<file path="src/hdl/led_pattern_sequencer_assert.svh">
// Assertion macros for the LED pattern sequencer controller (lps_ctrl).
// Define ASSERT_OFF to compile the checks out; no other dependencies.
`ifndef LED_PATTERN_SEQUENCER_ASSERT_SVH
`define LED_PATTERN_SEQUENCER_ASSERT_SVH

`ifndef ASSERT_OFF
// Antecedent implies consequent in the same cycle.
`define LPS_ASSERT_IMP(label, clk, rst_n, ante, cons) \
    label: assert property (@(posedge clk) disable iff (!rst_n) (ante) |-> (cons)) \
        else $error("led_pattern_sequencer: assertion failed");
// Antecedent implies consequent in the next cycle.
`define LPS_ASSERT_NXT(label, clk, rst_n, ante, cons) \
    label: assert property (@(posedge clk) disable iff (!rst_n) (ante) |=> (cons)) \
        else $error("led_pattern_sequencer: assertion failed");
`else
`define LPS_ASSERT_IMP(label, clk, rst_n, ante, cons)
`define LPS_ASSERT_NXT(label, clk, rst_n, ante, cons)
`endif

`endif

</file>
<file path="src/hdl/lps_pkg.sv">
// Package for the LED pattern sequencer: widths, codes, payload and
// control structs shared by all modules. No dependencies.
package lps_pkg;

    localparam int FULL_DUTY    = 8191;
    localparam int DUTY_W       = $clog2(FULL_DUTY + 1);
    localparam int TIME_W       = 16;
    localparam int ACC_W        = DUTY_W + TIME_W;
    localparam int BRIGHT_W     = 7;
    localparam int TIMES_W      = 15;
    localparam int PERCENT_FULL = 100;
    localparam int FADE_RESET   = 1000;
    localparam int DIV_CNT_W    = $clog2(DUTY_W + 1);

    // Brightness scaling: b * FULL_DUTY / 100 as one multiply by a rounded-up
    // reciprocal and a shift, exact for every percent below 100.
    localparam int BRIGHT_SHIFT = 27;
    localparam int SCALE_W      = BRIGHT_SHIFT + DUTY_W;
    localparam longint unsigned BRIGHT_RECIP =
        ((64'd1 << BRIGHT_SHIFT) + 64'(PERCENT_FULL) - 64'd1) / 64'(PERCENT_FULL)
        * 64'(FULL_DUTY);

    typedef enum logic [2:0] {
        CMD_TICK       = 3'd0,
        CMD_SET_BRIGHT = 3'd1,
        CMD_TURN_ON    = 3'd2,
        CMD_TURN_OFF   = 3'd3,
        CMD_BLINK      = 3'd4,
        CMD_HEARTBEAT  = 3'd5,
        CMD_FADE       = 3'd6
    } cmd_t;

    typedef enum logic [1:0] {
        MODE_STEADY = 2'd0,
        MODE_BLINK  = 2'd1,
        MODE_HEART  = 2'd2,
        MODE_FADE   = 2'd3
    } mode_t;

    typedef struct packed {
        logic [2:0]          command;
        logic [BRIGHT_W-1:0] brightness;
        logic [TIMES_W-1:0]  blink_times;
        logic                blink_forever;
        logic [TIME_W-1:0]   blink_interval_ms;
        logic [TIME_W-1:0]   heartbeat_period_ms;
        logic [TIME_W-1:0]   heartbeat_pulse_ms;
    } in_item_t;

    typedef struct packed {
        logic [DUTY_W-1:0] duty;
        logic [1:0]        mode;
    } out_item_t;

    // Commands from the controller to the datapath.
    typedef struct packed {
        logic accept;
        logic div_start;
        logic div_wr;
        logic out_load;
    } dp_cmd_t;

    // Status from the datapath to the controller.
    typedef struct packed {
        logic need_div;
        logic div_busy;
    } dp_status_t;

    // A time of zero counts as one millisecond.
    function automatic logic [TIME_W-1:0] at_least_one(input logic [TIME_W-1:0] v);
        return (v == '0) ? TIME_W'(1) : v;
    endfunction

endpackage

</file>
<file path="src/hdl/lps_in_if.sv">
// Request channel of the LED pattern sequencer: valid, ready and fields.
// Depends on lps_pkg for field widths.
interface lps_in_if;
    import lps_pkg::*;

    logic                valid;
    logic                ready;
    logic [2:0]          command;
    logic [BRIGHT_W-1:0] brightness;
    logic [TIMES_W-1:0]  blink_times;
    logic                blink_forever;
    logic [TIME_W-1:0]   blink_interval_ms;
    logic [TIME_W-1:0]   heartbeat_period_ms;
    logic [TIME_W-1:0]   heartbeat_pulse_ms;

    modport source (
        output valid, command, brightness, blink_times, blink_forever,
               blink_interval_ms, heartbeat_period_ms, heartbeat_pulse_ms,
        input  ready
    );

    modport sink (
        input  valid, command, brightness, blink_times, blink_forever,
               blink_interval_ms, heartbeat_period_ms, heartbeat_pulse_ms,
        output ready
    );
endinterface

</file>
<file path="src/hdl/lps_out_if.sv">
// Result channel of the LED pattern sequencer: valid, ready, duty and mode.
// Depends on lps_pkg for field widths.
interface lps_out_if;
    import lps_pkg::*;

    logic              valid;
    logic              ready;
    logic [DUTY_W-1:0] duty;
    logic [1:0]        mode;

    modport source (
        output valid, duty, mode,
        input  ready
    );

    modport sink (
        input  valid, duty, mode,
        output ready
    );
endinterface

</file>
<file path="src/hdl/lps_div.sv">
// Restoring divider, one quotient bit per cycle, for quotients that fit
// in DUTY_W bits. Depends on lps_pkg.
module lps_div (
    input  logic                        clk,
    input  logic                        rst_n,
    input  logic                        start,
    input  logic [lps_pkg::ACC_W-1:0]   dividend,
    input  logic [lps_pkg::TIME_W-1:0]  divisor,
    output logic                        busy,
    output logic [lps_pkg::DUTY_W-1:0]  quotient
);
    import lps_pkg::*;

    logic [DIV_CNT_W-1:0] count_reg, count_next;
    logic [TIME_W-1:0]    rem_reg, rem_next;
    logic [DUTY_W-1:0]    quot_reg, quot_next;
    logic [TIME_W-1:0]    dvsr_reg, dvsr_next;
    logic [TIME_W:0]      trial;
    logic                 fits;

    // One shift-and-subtract step per cycle while the count runs.
    always_comb
    begin
        count_next = count_reg;
        rem_next   = rem_reg;
        quot_next  = quot_reg;
        dvsr_next  = dvsr_reg;
        trial      = {rem_reg, quot_reg[DUTY_W-1]};
        fits       = (trial >= {1'b0, dvsr_reg});
        if (start)
        begin
            // The upper bits are below the divisor since the quotient fits.
            rem_next   = dividend[ACC_W-1:DUTY_W];
            quot_next  = dividend[DUTY_W-1:0];
            dvsr_next  = divisor;
            count_next = DIV_CNT_W'(DUTY_W);
        end
        else if (count_reg != '0)
        begin
            rem_next   = fits ? TIME_W'(trial - {1'b0, dvsr_reg}) : trial[TIME_W-1:0];
            quot_next  = {quot_reg[DUTY_W-2:0], fits};
            count_next = count_reg - DIV_CNT_W'(1);
        end
    end

    always_ff @(posedge clk or negedge rst_n)
    begin
        if (!rst_n)
        begin
            count_reg <= '0;
        end
        else
        begin
            count_reg <= count_next;
        end
    end

    // Operand registers carry no reset.
    always_ff @(posedge clk)
    begin
        rem_reg  <= rem_next;
        quot_reg <= quot_next;
        dvsr_reg <= dvsr_next;
    end

    assign busy     = (count_reg != '0);
    assign quotient = quot_reg;
endmodule

</file>
<file path="src/hdl/lps_datapath.sv">
// Datapath of the LED pattern sequencer: pattern state, fade register,
// ramp and brightness arithmetic, and the result register. Uses lps_pkg, lps_div.
module lps_datapath (
    input  logic                        clk,
    input  logic                        rst_n,
    input  lps_pkg::dp_cmd_t            cmd,
    output lps_pkg::dp_status_t         status,
    input  lps_pkg::in_item_t           item,
    input  logic                        cfg_we,
    input  logic [lps_pkg::TIME_W-1:0]  cfg_data,
    output logic [lps_pkg::TIME_W-1:0]  fade_time,
    output lps_pkg::out_item_t          result
);
    import lps_pkg::*;

    logic [TIME_W-1:0]   fade_time_reg, fade_time_next;
    logic [DUTY_W-1:0]   level_duty_reg, level_duty_next;
    logic [DUTY_W-1:0]   out_duty_reg, out_duty_next;
    mode_t               pattern_mode_reg, pattern_mode_next;
    logic [TIME_W-1:0]   toggle_count_reg, toggle_count_next;
    logic                forever_flag_reg, forever_flag_next;
    logic [TIME_W-1:0]   period_len_reg, period_len_next;
    logic [TIME_W-1:0]   period_left_reg, period_left_next;
    logic [TIME_W-1:0]   pulse_len_reg, pulse_len_next;
    logic [TIME_W-1:0]   pulse_left_reg, pulse_left_next;
    logic                pulse_active_reg, pulse_active_next;
    logic                ramp_rising_reg, ramp_rising_next;
    logic [DUTY_W-1:0]   ramp_start_reg, ramp_start_next;
    logic [TIME_W-1:0]   ramp_elapsed_reg, ramp_elapsed_next;
    out_item_t           result_reg;

    logic [TIME_W-1:0]   t_eff;
    logic [TIME_W-1:0]   elapsed_inc;
    logic                fade_end;
    logic [TIME_W-1:0]   period_dec;
    logic [TIME_W-1:0]   pulse_dec;
    logic [TIME_W-1:0]   toggle_dec;
    logic                bright_full;
    logic [SCALE_W-1:0]  bright_scaled;
    logic [DUTY_W-1:0]   ramp_target;
    logic [DUTY_W-1:0]   mul_a;
    logic [TIME_W-1:0]   mul_b;
    logic [ACC_W-1:0]    mul_c;
    logic [ACC_W-1:0]    product;
    logic [TIME_W-1:0]   div_divisor;
    logic                div_busy;
    logic [DUTY_W-1:0]   div_quotient;

    // Shared terms of the tick and command updates.
    assign t_eff       = at_least_one(fade_time_reg);
    assign elapsed_inc = ramp_elapsed_reg + TIME_W'(1);
    assign fade_end    = (elapsed_inc >= t_eff) || (elapsed_inc == '0);
    assign period_dec  = period_left_reg - TIME_W'(1);
    assign pulse_dec   = pulse_left_reg - TIME_W'(1);
    assign toggle_dec  = toggle_count_reg - TIME_W'(1);
    assign bright_full = (item.brightness >= BRIGHT_W'(PERCENT_FULL));
    assign ramp_target = ramp_rising_reg ? DUTY_W'(FULL_DUTY) : '0;

    // Brightness percent scaled to a duty by the reciprocal of 100.
    assign bright_scaled = SCALE_W'(item.brightness) * SCALE_W'(BRIGHT_RECIP);

    // Only an interior fade step needs the divider.
    assign status.need_div =
        (cmd_t'(item.command) == CMD_TICK) && (pattern_mode_reg == MODE_FADE) && !fade_end;
    assign status.div_busy = div_busy;

    // State update on an accepted transaction or a fade time write, and quotient write-back.
    always_comb
    begin
        fade_time_next    = fade_time_reg;
        level_duty_next   = level_duty_reg;
        out_duty_next     = out_duty_reg;
        pattern_mode_next = pattern_mode_reg;
        toggle_count_next = toggle_count_reg;
        forever_flag_next = forever_flag_reg;
        period_len_next   = period_len_reg;
        period_left_next  = period_left_reg;
        pulse_len_next    = pulse_len_reg;
        pulse_left_next   = pulse_left_reg;
        pulse_active_next = pulse_active_reg;
        ramp_rising_next  = ramp_rising_reg;
        ramp_start_next   = ramp_start_reg;
        ramp_elapsed_next = ramp_elapsed_reg;

        if (cfg_we)
        begin
            fade_time_next = cfg_data;
        end

        if (cmd.accept)
        begin
            case (cmd_t'(item.command))
                CMD_TICK:
                begin
                    case (pattern_mode_reg)
                        MODE_BLINK:
                        begin
                            if (forever_flag_reg || (toggle_count_reg != '0))
                            begin
                                if (period_dec != '0)
                                begin
                                    period_left_next = period_dec;
                                end
                                else
                                begin
                                    period_left_next  = period_len_reg;
                                    toggle_count_next = toggle_dec;
                                    if (toggle_dec[0])
                                    begin
                                        out_duty_next = level_duty_reg;
                                    end
                                    else
                                    begin
                                        out_duty_next = '0;
                                        if ((toggle_dec == '0) && !forever_flag_reg)
                                        begin
                                            pattern_mode_next = MODE_STEADY;
                                        end
                                    end
                                end
                            end
                        end
                        MODE_HEART:
                        begin
                            // A running pulse counts down before the period.
                            if (pulse_active_reg)
                            begin
                                pulse_left_next = pulse_dec;
                                if (pulse_dec == '0)
                                begin
                                    out_duty_next     = '0;
                                    pulse_active_next = 1'b0;
                                end
                            end
                            if (period_dec == '0)
                            begin
                                period_left_next  = period_len_reg;
                                out_duty_next     = level_duty_reg;
                                pulse_left_next   = pulse_len_reg;
                                pulse_active_next = 1'b1;
                            end
                            else
                            begin
                                period_left_next = period_dec;
                            end
                        end
                        MODE_FADE:
                        begin
                            if (fade_end)
                            begin
                                out_duty_next     = ramp_target;
                                ramp_start_next   = ramp_target;
                                ramp_rising_next  = !ramp_rising_reg;
                                ramp_elapsed_next = '0;
                            end
                            else
                            begin
                                // The interpolated duty comes from the divider.
                                ramp_elapsed_next = elapsed_inc;
                            end
                        end
                        default:
                        begin
                        end
                    endcase
                end
                CMD_SET_BRIGHT:
                begin
                    if (bright_full)
                    begin
                        level_duty_next = DUTY_W'(FULL_DUTY);
                    end
                    else
                    begin
                        level_duty_next = bright_scaled[SCALE_W-1:BRIGHT_SHIFT];
                    end
                end
                CMD_TURN_ON:
                begin
                    pattern_mode_next = MODE_STEADY;
                    pulse_active_next = 1'b0;
                    out_duty_next     = level_duty_reg;
                end
                CMD_TURN_OFF:
                begin
                    pattern_mode_next = MODE_STEADY;
                    pulse_active_next = 1'b0;
                    out_duty_next     = '0;
                end
                CMD_BLINK:
                begin
                    pulse_active_next = 1'b0;
                    forever_flag_next = item.blink_forever;
                    toggle_count_next = {item.blink_times, 1'b0};
                    period_len_next   = at_least_one(item.blink_interval_ms);
                    period_left_next  = at_least_one(item.blink_interval_ms);
                    if (!item.blink_forever && (item.blink_times == '0))
                    begin
                        pattern_mode_next = MODE_STEADY;
                    end
                    else
                    begin
                        pattern_mode_next = MODE_BLINK;
                    end
                end
                CMD_HEARTBEAT:
                begin
                    pattern_mode_next = MODE_HEART;
                    period_len_next   = at_least_one(item.heartbeat_period_ms);
                    period_left_next  = at_least_one(item.heartbeat_period_ms);
                    pulse_len_next    = at_least_one(item.heartbeat_pulse_ms);
                    pulse_left_next   = '0;
                    pulse_active_next = 1'b0;
                    out_duty_next     = '0;
                end
                CMD_FADE:
                begin
                    pattern_mode_next = MODE_FADE;
                    pulse_active_next = 1'b0;
                    ramp_rising_next  = 1'b1;
                    ramp_start_next   = out_duty_reg;
                    ramp_elapsed_next = '0;
                end
                default:
                begin
                end
            endcase
        end

        if (cmd.div_wr)
        begin
            out_duty_next = div_quotient;
        end
    end

    // Multiply stage feeding the divider's operand registers:
    // the fade gives (start * (T - e) + target * e) / T.
    always_comb
    begin
        mul_a       = ramp_start_reg;
        mul_b       = t_eff - ramp_elapsed_reg;
        mul_c       = ramp_rising_reg ? ACC_W'(ramp_elapsed_reg) * ACC_W'(FULL_DUTY) : '0;
        div_divisor = t_eff;
        product     = ACC_W'(mul_a) * ACC_W'(mul_b) + mul_c;
    end

    lps_div u_div (
        .clk      (clk),
        .rst_n    (rst_n),
        .start    (cmd.div_start),
        .dividend (product),
        .divisor  (div_divisor),
        .busy     (div_busy),
        .quotient (div_quotient)
    );

    always_ff @(posedge clk or negedge rst_n)
    begin
        if (!rst_n)
        begin
            fade_time_reg    <= TIME_W'(FADE_RESET);
            level_duty_reg   <= '0;
            out_duty_reg     <= '0;
            pattern_mode_reg <= MODE_STEADY;
            toggle_count_reg <= '0;
            forever_flag_reg <= 1'b0;
            period_len_reg   <= '0;
            period_left_reg  <= '0;
            pulse_len_reg    <= '0;
            pulse_left_reg   <= '0;
            pulse_active_reg <= 1'b0;
            ramp_rising_reg  <= 1'b0;
            ramp_start_reg   <= '0;
            ramp_elapsed_reg <= '0;
        end
        else
        begin
            fade_time_reg    <= fade_time_next;
            level_duty_reg   <= level_duty_next;
            out_duty_reg     <= out_duty_next;
            pattern_mode_reg <= pattern_mode_next;
            toggle_count_reg <= toggle_count_next;
            forever_flag_reg <= forever_flag_next;
            period_len_reg   <= period_len_next;
            period_left_reg  <= period_left_next;
            pulse_len_reg    <= pulse_len_next;
            pulse_left_reg   <= pulse_left_next;
            pulse_active_reg <= pulse_active_next;
            ramp_rising_reg  <= ramp_rising_next;
            ramp_start_reg   <= ramp_start_next;
            ramp_elapsed_reg <= ramp_elapsed_next;
        end
    end

    // Payload register: the result.
    always_ff @(posedge clk)
    begin
        if (cmd.out_load)
        begin
            result_reg.duty <= out_duty_reg;
            result_reg.mode <= pattern_mode_reg;
        end
    end

    assign result    = result_reg;
    assign fade_time = fade_time_reg;
endmodule

</file>
<file path="src/hdl/lps_ctrl.sv">
// Controller of the LED pattern sequencer: sequences accept, multiply,
// divide and result load, and holds the result valid flag. Uses lps_pkg.
`include "led_pattern_sequencer_assert.svh"

module lps_ctrl (
    input  logic                 clk,
    input  logic                 rst_n,
    input  logic                 req_valid,
    output logic                 req_ready,
    output logic                 res_valid,
    input  logic                 res_ready,
    input  lps_pkg::dp_status_t  status,
    output lps_pkg::dp_cmd_t     cmd
);
    import lps_pkg::*;

    typedef enum logic [1:0] {
        S_IDLE,
        S_LOAD,
        S_DIV,
        S_OUT
    } state_t;

    state_t state_reg, state_next;
    logic   res_valid_reg, res_valid_next;
    logic   slot_free;

    assign slot_free = !res_valid_reg || res_ready;

    // Next state and datapath commands.
    always_comb
    begin
        state_next    = state_reg;
        cmd           = '0;
        res_valid_next = res_valid_reg && !res_ready;
        case (state_reg)
            S_IDLE:
            begin
                if (req_valid)
                begin
                    cmd.accept = 1'b1;
                    state_next = status.need_div ? S_LOAD : S_OUT;
                end
            end
            S_LOAD:
            begin
                cmd.div_start = 1'b1;
                state_next    = S_DIV;
            end
            S_DIV:
            begin
                if (!status.div_busy)
                begin
                    cmd.div_wr = 1'b1;
                    state_next = S_OUT;
                end
            end
            S_OUT:
            begin
                if (slot_free)
                begin
                    cmd.out_load   = 1'b1;
                    res_valid_next = 1'b1;
                    state_next     = S_IDLE;
                end
            end
            default:
            begin
                state_next = S_IDLE;
            end
        endcase
    end

    always_ff @(posedge clk or negedge rst_n)
    begin
        if (!rst_n)
        begin
            state_reg     <= S_IDLE;
            res_valid_reg <= 1'b0;
        end
        else
        begin
            state_reg     <= state_next;
            res_valid_reg <= res_valid_next;
        end
    end

    assign req_ready = (state_reg == S_IDLE);
    assign res_valid = res_valid_reg;

    // A transaction that needs the divider goes through the multiply step.
    `LPS_ASSERT_NXT(a_div_path, clk, rst_n, (state_reg == S_IDLE) && req_valid && status.need_div, state_reg == S_LOAD)
    // The divider is running right after it is started.
    `LPS_ASSERT_NXT(a_div_started, clk, rst_n, state_reg == S_LOAD, status.div_busy)
    // A result is only loaded when the output register can take it.
    `LPS_ASSERT_IMP(a_slot_free, clk, rst_n, cmd.out_load, !res_valid_reg || res_ready)
    // No request is taken while a division is in flight.
    `LPS_ASSERT_IMP(a_busy_no_accept, clk, rst_n, status.div_busy, !req_ready)
endmodule

</file>
<file path="src/hdl/led_pattern_sequencer.sv">
// LED pattern sequencer top level: APB register port, request and result
// channels, controller and datapath. Uses lps_pkg, lps_in_if, lps_out_if.
//
// Usage: each request transaction carries one command (1 ms tick,
// set_brightness, turn_on, turn_off, blink, heartbeat, fade) and yields
// exactly one result transaction with the LED duty and pattern mode after it.
// The result is loaded into the output register from the S_OUT state; a
// fade tick inside a ramp passes first through S_LOAD and S_DIV, where a
// restoring divider produces one quotient bit per cycle.
// One request is processed at a time: a new request is accepted only after
// the controller has loaded the previous result and returned to idle.
// The result sits in an output register; a new request is accepted while it
// waits, and a stalled receiver only holds the next result back until the
// register is taken.
// The fade time register (byte address 0, reset 1000 ms) must be written
// over APB only while the block is idle (not enforced); pready is always high.
// Reset clears all pattern state to a dark steady LED; no clearing pass.
module led_pattern_sequencer (
    input  logic        clk,
    input  logic        rst_n,
    input  logic        psel,
    input  logic        penable,
    input  logic        pwrite,
    input  logic [2:0]  paddr,
    input  logic [31:0] pwdata,
    output logic [31:0] prdata,
    output logic        pready,
    lps_in_if.sink      request,
    lps_out_if.source   result
);
    import lps_pkg::*;

    dp_cmd_t           cmd;
    dp_status_t        status;
    in_item_t          item;
    out_item_t         res_item;
    logic              cfg_we;
    logic [TIME_W-1:0] fade_time;

    // Register decode: only index 0 exists, selected by address bit 2.
    assign pready = 1'b1;
    assign cfg_we = psel && penable && pwrite && !paddr[2];
    assign prdata = paddr[2] ? 32'd0 : {{(32 - TIME_W){1'b0}}, fade_time};

    // Request fields gathered into one item.
    assign item.command             = request.command;
    assign item.brightness          = request.brightness;
    assign item.blink_times         = request.blink_times;
    assign item.blink_forever       = request.blink_forever;
    assign item.blink_interval_ms   = request.blink_interval_ms;
    assign item.heartbeat_period_ms = request.heartbeat_period_ms;
    assign item.heartbeat_pulse_ms  = request.heartbeat_pulse_ms;

    lps_ctrl u_ctrl (
        .clk       (clk),
        .rst_n     (rst_n),
        .req_valid (request.valid),
        .req_ready (request.ready),
        .res_valid (result.valid),
        .res_ready (result.ready),
        .status    (status),
        .cmd       (cmd)
    );

    lps_datapath u_datapath (
        .clk       (clk),
        .rst_n     (rst_n),
        .cmd       (cmd),
        .status    (status),
        .item      (item),
        .cfg_we    (cfg_we),
        .cfg_data  (pwdata[TIME_W-1:0]),
        .fade_time (fade_time),
        .result    (res_item)
    );

    assign result.duty = res_item.duty;
    assign result.mode = res_item.mode;
endmodule
</file>
<file path="src/flat_wrapper.sv">
// flat-port wrapper written by rule: the top's interface ports become plain ports
module led_pattern_sequencer_flat import lps_pkg::*;
  (clk, rst_n, psel, penable, pwrite, paddr, pwdata, prdata, pready, request_valid, request_command, request_brightness, request_blink_times, request_blink_forever, request_blink_interval_ms, request_heartbeat_period_ms, request_heartbeat_pulse_ms, request_ready, result_valid, result_duty, result_mode, result_ready);
  lps_in_if request_i ();
  lps_out_if result_i ();
  input  logic clk;
  input  logic rst_n;
  input  logic psel;
  input  logic penable;
  input  logic pwrite;
  input  logic [2:0] paddr;
  input  logic [31:0] pwdata;
  output logic [31:0] prdata;
  output logic pready;
  input wire logic [$bits(request_i.valid)-1:0] request_valid;
  input wire logic [$bits(request_i.command)-1:0] request_command;
  input wire logic [$bits(request_i.brightness)-1:0] request_brightness;
  input wire logic [$bits(request_i.blink_times)-1:0] request_blink_times;
  input wire logic [$bits(request_i.blink_forever)-1:0] request_blink_forever;
  input wire logic [$bits(request_i.blink_interval_ms)-1:0] request_blink_interval_ms;
  input wire logic [$bits(request_i.heartbeat_period_ms)-1:0] request_heartbeat_period_ms;
  input wire logic [$bits(request_i.heartbeat_pulse_ms)-1:0] request_heartbeat_pulse_ms;
  output wire logic [$bits(request_i.ready)-1:0] request_ready;
  output wire logic [$bits(result_i.valid)-1:0] result_valid;
  output wire logic [$bits(result_i.duty)-1:0] result_duty;
  output wire logic [$bits(result_i.mode)-1:0] result_mode;
  input wire logic [$bits(result_i.ready)-1:0] result_ready;
  assign request_i.valid = request_valid;
  assign request_i.command = request_command;
  assign request_i.brightness = request_brightness;
  assign request_i.blink_times = request_blink_times;
  assign request_i.blink_forever = request_blink_forever;
  assign request_i.blink_interval_ms = request_blink_interval_ms;
  assign request_i.heartbeat_period_ms = request_heartbeat_period_ms;
  assign request_i.heartbeat_pulse_ms = request_heartbeat_pulse_ms;
  assign request_ready = request_i.ready;
  assign result_valid = result_i.valid;
  assign result_duty = result_i.duty;
  assign result_mode = result_i.mode;
  assign result_i.ready = result_ready;
  led_pattern_sequencer u_core (.clk(clk), .rst_n(rst_n), .psel(psel), .penable(penable), .pwrite(pwrite), .paddr(paddr), .pwdata(pwdata), .prdata(prdata), .pready(pready), .request(request_i), .result(result_i));
endmodule
</file>
<file path="config.mk">
export PLATFORM = sky130hd
export DESIGN_NAME = led_pattern_sequencer_flat
export DESIGN_NICKNAME = d
export VERILOG_FILES = /design/src/hdl/lps_pkg.sv /design/src/hdl/lps_in_if.sv /design/src/hdl/lps_out_if.sv /design/src/hdl/lps_div.sv /design/src/hdl/lps_datapath.sv /design/src/hdl/lps_ctrl.sv /design/src/hdl/led_pattern_sequencer.sv /design/src/flat_wrapper.sv
export VERILOG_INCLUDE_DIRS = /design/src /design/src/hdl
export SDC_FILE = /design/constraint.sdc
export NUM_CORES = 2
export LEC_CHECK = 0
export ABC_AREA = 1
export BUFFER_PORTS_ARGS = -buffer_cell sky130_fd_sc_hd__buf_2
export CAP_MARGIN = 40
export CORE_ASPECT_RATIO = 1.1
export CORE_MARGIN = 1.5
export CORE_UTILIZATION = 55
export DETAILED_ROUTE_END_ITERATION = 10
export GPL_TIMING_DRIVEN = 0
export PLACE_DENSITY = 0.76
export SKIP_LAST_GASP = 1
export SYNTH_ARGS = -nofsm -noshare
export SYNTH_HDL_FRONTEND = slang
export SYNTH_HIERARCHICAL = 1
export SYNTH_SLANG_ARGS = --single-unit
</file>
<file path="constraint.sdc">
create_clock -name clk -period 10.3 [get_ports clk]
set_input_delay 1.03 -clock clk [delete_from_list [all_inputs] [get_ports clk]]
set_output_delay 1.03 -clock clk [all_outputs]
set_load 0.005 [all_outputs]
</file>
=== Yosys cells after proc, flatten, opt, wreduce, memory -nomap -nowiden ===
Index checks and enable logic that the tools add are counted.

* Flip-flop bits (word level): 223
* Input bits: 116
* Logic and storage cells: 200

* Add/sub/neg operators: 8
* Multiply operators: 3
* Order comparisons: 3
* Eq/ne operators: 32
* Muxes and demuxes: 74
* Reduce and logical (&&, ||, !) cells: 58

{| class="wikitable"
|+ Operator list
! operator !! number
|-
| two-way mux 16 bit || 19
|-
| two-way mux 13 bit || 14
|-
| case mux 16 bit (2 select lines) || 5
|-
| logical NOT 16 bit || 8
|-
| case mux 13 bit (3 select lines) || 2
|-
| case mux 16 bit (3 select lines) || 1
|-
| subtractor 16 x 1 -> 16 bit (second input constant) || 3
|-
| multiplier 7 x 33 -> 39 bit (second input constant) || 1
|-
| nonzero test 16 bit || 2
|-
| subtractor 16 bit || 2
|-
| adder 29 bit || 1
|-
| multiplier 13 x 16 -> 29 bit || 1
|-
| multiplier 16 x 13 -> 29 bit (second input constant) || 1
|-
| two-way mux 29 bit || 1
|-
| case mux 13 bit (2 select lines) || 1
|-
| two-way mux 2 bit || 9
|-
| greater-or-equal comparator 17 x 16 -> 1 bit || 1
|-
| adder 16 x 1 -> 16 bit (second input constant) || 1
|-
| greater-or-equal comparator 16 bit || 1
|-
| two-way mux 1 bit || 16
|-
| logical NOT 15 bit || 1
|-
| nonzero test 2 bit || 7
|-
| != test 2 bit (second input constant) || 6
|-
| != test 4 x 3 -> 1 bit (second input constant) || 3
|-
| other kinds (33) || 71
|}

=== Longest topological paths before layout ===
* Depth after elaboration: 9
* Depth in mapped cells: 43

=== Modules after synthesis ===
Netlist, hierarchy kept.

{| class="wikitable"
|+ Modules (own cells, without submodules)
! module !! instances !! cells each !! area an instance (µm²) !! sequential area each (µm²)
|-
| lps_datapath || 1 || 3,576 || 26,992.1 || 4,361.7
|-
| lps_div || 1 || 430 || 3,377.0 || 1,451.4
|-
| led_pattern_sequencer || 1 || 57 || 296.5 || 0.0
|-
| lps_ctrl || 1 || 38 || 257.7 || 75.1
|}

=== Worst setup path before layout ===
No wires, ideal clock.

* Path type: reg-to-reg
* Start point: register u_core.u_datapath.fade_time_reg[1] (netlist: u_core/u_datapath/fade_time[1])
* End point: register u_core.u_datapath.u_div.rem_reg[13], data pin
* Setup time: 0.252 ns
* Arrival time: 7.169 ns
* Slack: 2.879 ns
* Stages on the path, launching flop included: 43
* Buffers on the path: 0
* Period minus slack after synthesis: 7.421 ns
* Path through: dfrtp_1 inv_1 nand4_1 nor3_1 a21oi_1 ha_1 fa_1 inv_1 nand2_1 o21ai_1 nand2_1 nand2_1 a21oi_1 o21ai_1 nand2_1 nand2_1 nand3_1 nand2_1 [... 7 more ...] fa_1 fa_1 fa_1 inv_1 fa_1 inv_1 ha_1 a21oi_1 inv_1 a21oi_1 o21ai_0 a21oi_1 o21ai_0 nand3_1 nand2_1 xor2_1 nand2_1 nand2_1

* Word-level cells in the longest chain between the ends: 6

{| class="wikitable"
|+ Ends and longest elaborated chain
! item !! RTL line !! text
|-
| from (decl) || lps_datapath.sv:16 || <nowiki>logic [TIME_W-1:0] fade_time_reg, fade_time_next;</nowiki>
|-
| from (signal assigned) || lps_datapath.sv:261 || <nowiki>fade_time_reg <= TIME_W'(FADE_RESET);</nowiki>
|-
| from (signal assigned) || lps_datapath.sv:278 || <nowiki>fade_time_reg <= fade_time_next;</nowiki>
|-
| logical NOT 16 bit || lps_pkg.sv:71 || <nowiki>return (v == '0) ? TIME_W'(1) : v;</nowiki>
|-
| two-way mux 16 bit * || lps_pkg.sv:71 ||
|-
| subtractor 16 bit * || lps_datapath.sv:241 || <nowiki>mul_b = t_eff - ramp_elapsed_reg;</nowiki>
|-
| multiplier 13 x 16 -> 29 bit * || lps_datapath.sv:244 || <nowiki>product = ACC_W'(mul_a) * ACC_W'(mul_b) + mul_c;</nowiki>
|-
| adder 29 bit * || lps_datapath.sv:244 ||
|-
| named net u_core.u_datapath.product[26] || lps_datapath.sv:44 || <nowiki>logic [ACC_W-1:0] product;</nowiki>
|-
| two-way mux 16 bit * || lps_div.sv:30 || <nowiki>if (start)</nowiki>
|-
| named net u_core.u_datapath.u_div.rem_next[13] || lps_div.sv:15 || <nowiki>logic [TIME_W-1:0] rem_reg, rem_next;</nowiki>
|-
| to (signal assigned) || lps_div.sv:61 || <nowiki>rem_reg <= rem_next;</nowiki>
|-
| to (decl) || lps_div.sv:15 ||
|}

Mark *: on every way through the listed nets, which the timed path passes. The rest lies on a longest branch.
A chain may end at the register's enable or synchronous reset.

=== Final worst setup path ===
* Start point: register u_core.u_datapath.fade_time_reg[1] (netlist: u_core/u_datapath/fade_time[1])
* End point: register u_core.u_datapath.u_div.rem_reg[11], data pin

Same word-level chain as after synthesis.

==> results.cfg <==
[run_status]
outcome = complete, no violations

[worst_setup_path]
cp_max_fo = 10
crit_cells = 37
r2r_end = u_core/u_datapath/u_div/rem_reg[11]
r2r_start = u_core/u_datapath/fade_time[1]
cp_top_family = adder cells
worst-path-buf-inv = 8
path_class = flip-flop to flip-flop
cp-start-kind = flip-flop
cp.arrival_ns = 9.38
worstSetupEndpointType = flip-flop
reg2reg_slack_ns = 1.21
slowest_delay_ns = 0.58
r2r_cells = 37
cp.required_ns = 10.59
crit_slowest_cell = xor2_1

[synthesis]
ys_seq_elements = 223
synth_edf_count = 60
synthTopCellsByCount = nand2_1, inv_1, nor2_1
synthTopCellsByArea = fa_1, dfrtp_1, ha_1, nand2_1, inv_1
netlist_area_mm2 = 0.0309
seq_area_frac_synth_pct = 19.0
post-synth-top-count-cell = nand2_1
synth_largest_area_cell = fa_1
yosys_most_used_dff = dfrtp_1
synth.distinct_cells = 62
syn_avg_cell_area_um2 = 7.54
ys_warn_count = 6
synth_top_area_share_pct = 20.8
synth_cells = 4101
synthArstFlopShare_pct = 73.1

[die]
die_w_um = 229
die-area_mm2 = 0.0577
fp-row-count = 90
core-area_mm2 = 0.0552
die_y_um = 252
ios = 166
start_util_pct = 56.0

[run]
maxCapViolCount = 0

[route]
drt-initial-drc-count = 2585
drcViolationCount = 0
vias = 27357
routed_wl_mm = 87.5
wire_per_inst_um = 17.4
ant_nets = 0
vias_per_cell = 5.42
first_pass_iters = 5

[sta]
fmax_mhz = 110
fin_setup_tns_ns = 0
max_slew.worst_pin.slew_ns = 0.871
skew_ns = 0.0352
hold_violations = 0
setup_violations = 0
finalCriticalPeriod_ns = 9.09
fin_crit_sh_pct = 88.2
rsz0062_at_grt = false
slew-limit-headroom_pct = 41.9
maxSlewViolCount = 0

[grt]
grt_pass1_vias = 26931
grt_pass1_wl_mm = 141
gr-total-overflow = 0
track_usage_pct = 30.9
antenna_found_initial = 3
grt_max_degree = 101

[clock_tree]
clkTransAtPathRegs_ns = 0.07
htreeDepth = 1
cts_tree = built
clock_path_buffers = 3
numCtsBuffers = 26
cts_resized = 0
clock_latency_ns = 0.56
cts_root_buffer = clkbuf_16
cts_setup_buffers = 0
clock-sinks = 223
holdBufCountCts = 0

[place]
dp.cells = 4992
gp_congestion = 0.956
place_hpwl_mm = 73.5
portBuffers = 129

[cells_and_area]
drive_above_1_share_pct = 9.29
fin_nets = 5028
fillers = 5103
syn2layout_area_growth_pct = 8.48
layoutNonFillerInstCount = 5043

[hold_path]
hp-class = primary input to asynchronous set/reset pin
[how the worst max path moves through the flow]
stage                                   start                                   to
6_report       u_core/u_datapath/fade_time[1]  u_core/u_datapath/u_div/rem_reg[11]
5_1_grt        u_core/u_datapath/fade_time[1]  u_core/u_datapath/u_div/rem_reg[11]
4_1_cts        u_core/u_datapath/fade_time[1]  u_core/u_datapath/u_div/rem_reg[11]
3_5_place_dp   u_core/u_datapath/fade_time[1]  u_core/u_datapath/u_div/rem_reg[11]
3_3_place_gp   u_core/u_datapath/fade_time[1]   u_core/u_datapath/u_div/rem_reg[9]
2_1_floorplan  u_core/u_datapath/fade_time[1]  u_core/u_datapath/u_div/rem_reg[13]
[metal layers]
| layer | vias up | track usage (%) | part of all wire (%) |
|---|---|---|---|
| met5 | - | 0 | 0 |
| met4 | 0 | 9.98 | 3.4 |
| met3 | 178 | 3.23 | 6.4 |
| met2 | 1026 | 50.9 | 46 |
| met1 | 12981 | 42.7 | 44 |
| li1 | 13172 | - | - |
[final cells by class]
cell class	instances	area [µm²]	share of cell area (%)
flip-flops and latches	223	5890	17.6
well taps	736	921	2.75
multi-input cells	2939	21300	63.5
clock inverters	16	168	0.500
repair buffers	140	776	2.31
inverters	840	3150	9.40
clock buffers	32	693	2.07
diodes	3	7.51	0.0224
plain buffers	114	626	1.86
[cell families (layout without fill, tap and decap cells)]
| family | after synthesis | after routing | share of synthesized area [%] |
|---|---|---|---|
| other | 2 | 20 | 0.0243 |
| DFF | 223 | 223 | 19.0 |
| AOI/OAI and AO/OA | 527 | 527 | 9.76 |
| xor gates and xnor gates | 66 | 66 | 1.89 |
| buffers and inverters | 954 | 1142 | 12.2 |
| adders and majority gates | 628 | 628 | 33.2 |
| muxes | 8 | 8 | 0.259 |
| and+or+nand+nor | 1693 | 1693 | 23.6 |
[cells in the final DEF (no fill, tap or decap), types with 70 or more instances in the layout]
master / n
nand3_1: 189
inv_1: 823
nor2_1: 369
fa_1: 321
a21oi_1: 178
clkbuf_1: 70
nand2_1: 903
o21ai_0: 173
ha_1: 307
dfrtp_1: 157
buf_2: 142
[through the flow]
stage | worst slack, ns | util [%] | instance area (µm²) | hold WS, ns
2_1_floorplan | 2.88 | - | 31000 | 0.437
3_3_place_gp | 1.16 | 59.0 | 32500 | 0.470
3_5_place_dp | 1.35 | 59.2 | 32700 | 0.472
4_1_cts | 1.34 | 60.8 | 33500 | 0.445
5_1_grt | 0.714 | 60.8 | 33500 | 0.470
6_report | 1.21 | 60.8 | 33500 | 0.450
Power is not shown: default switching activity piles up to over one toggle a cycle in this logic, so the estimate is an artifact.
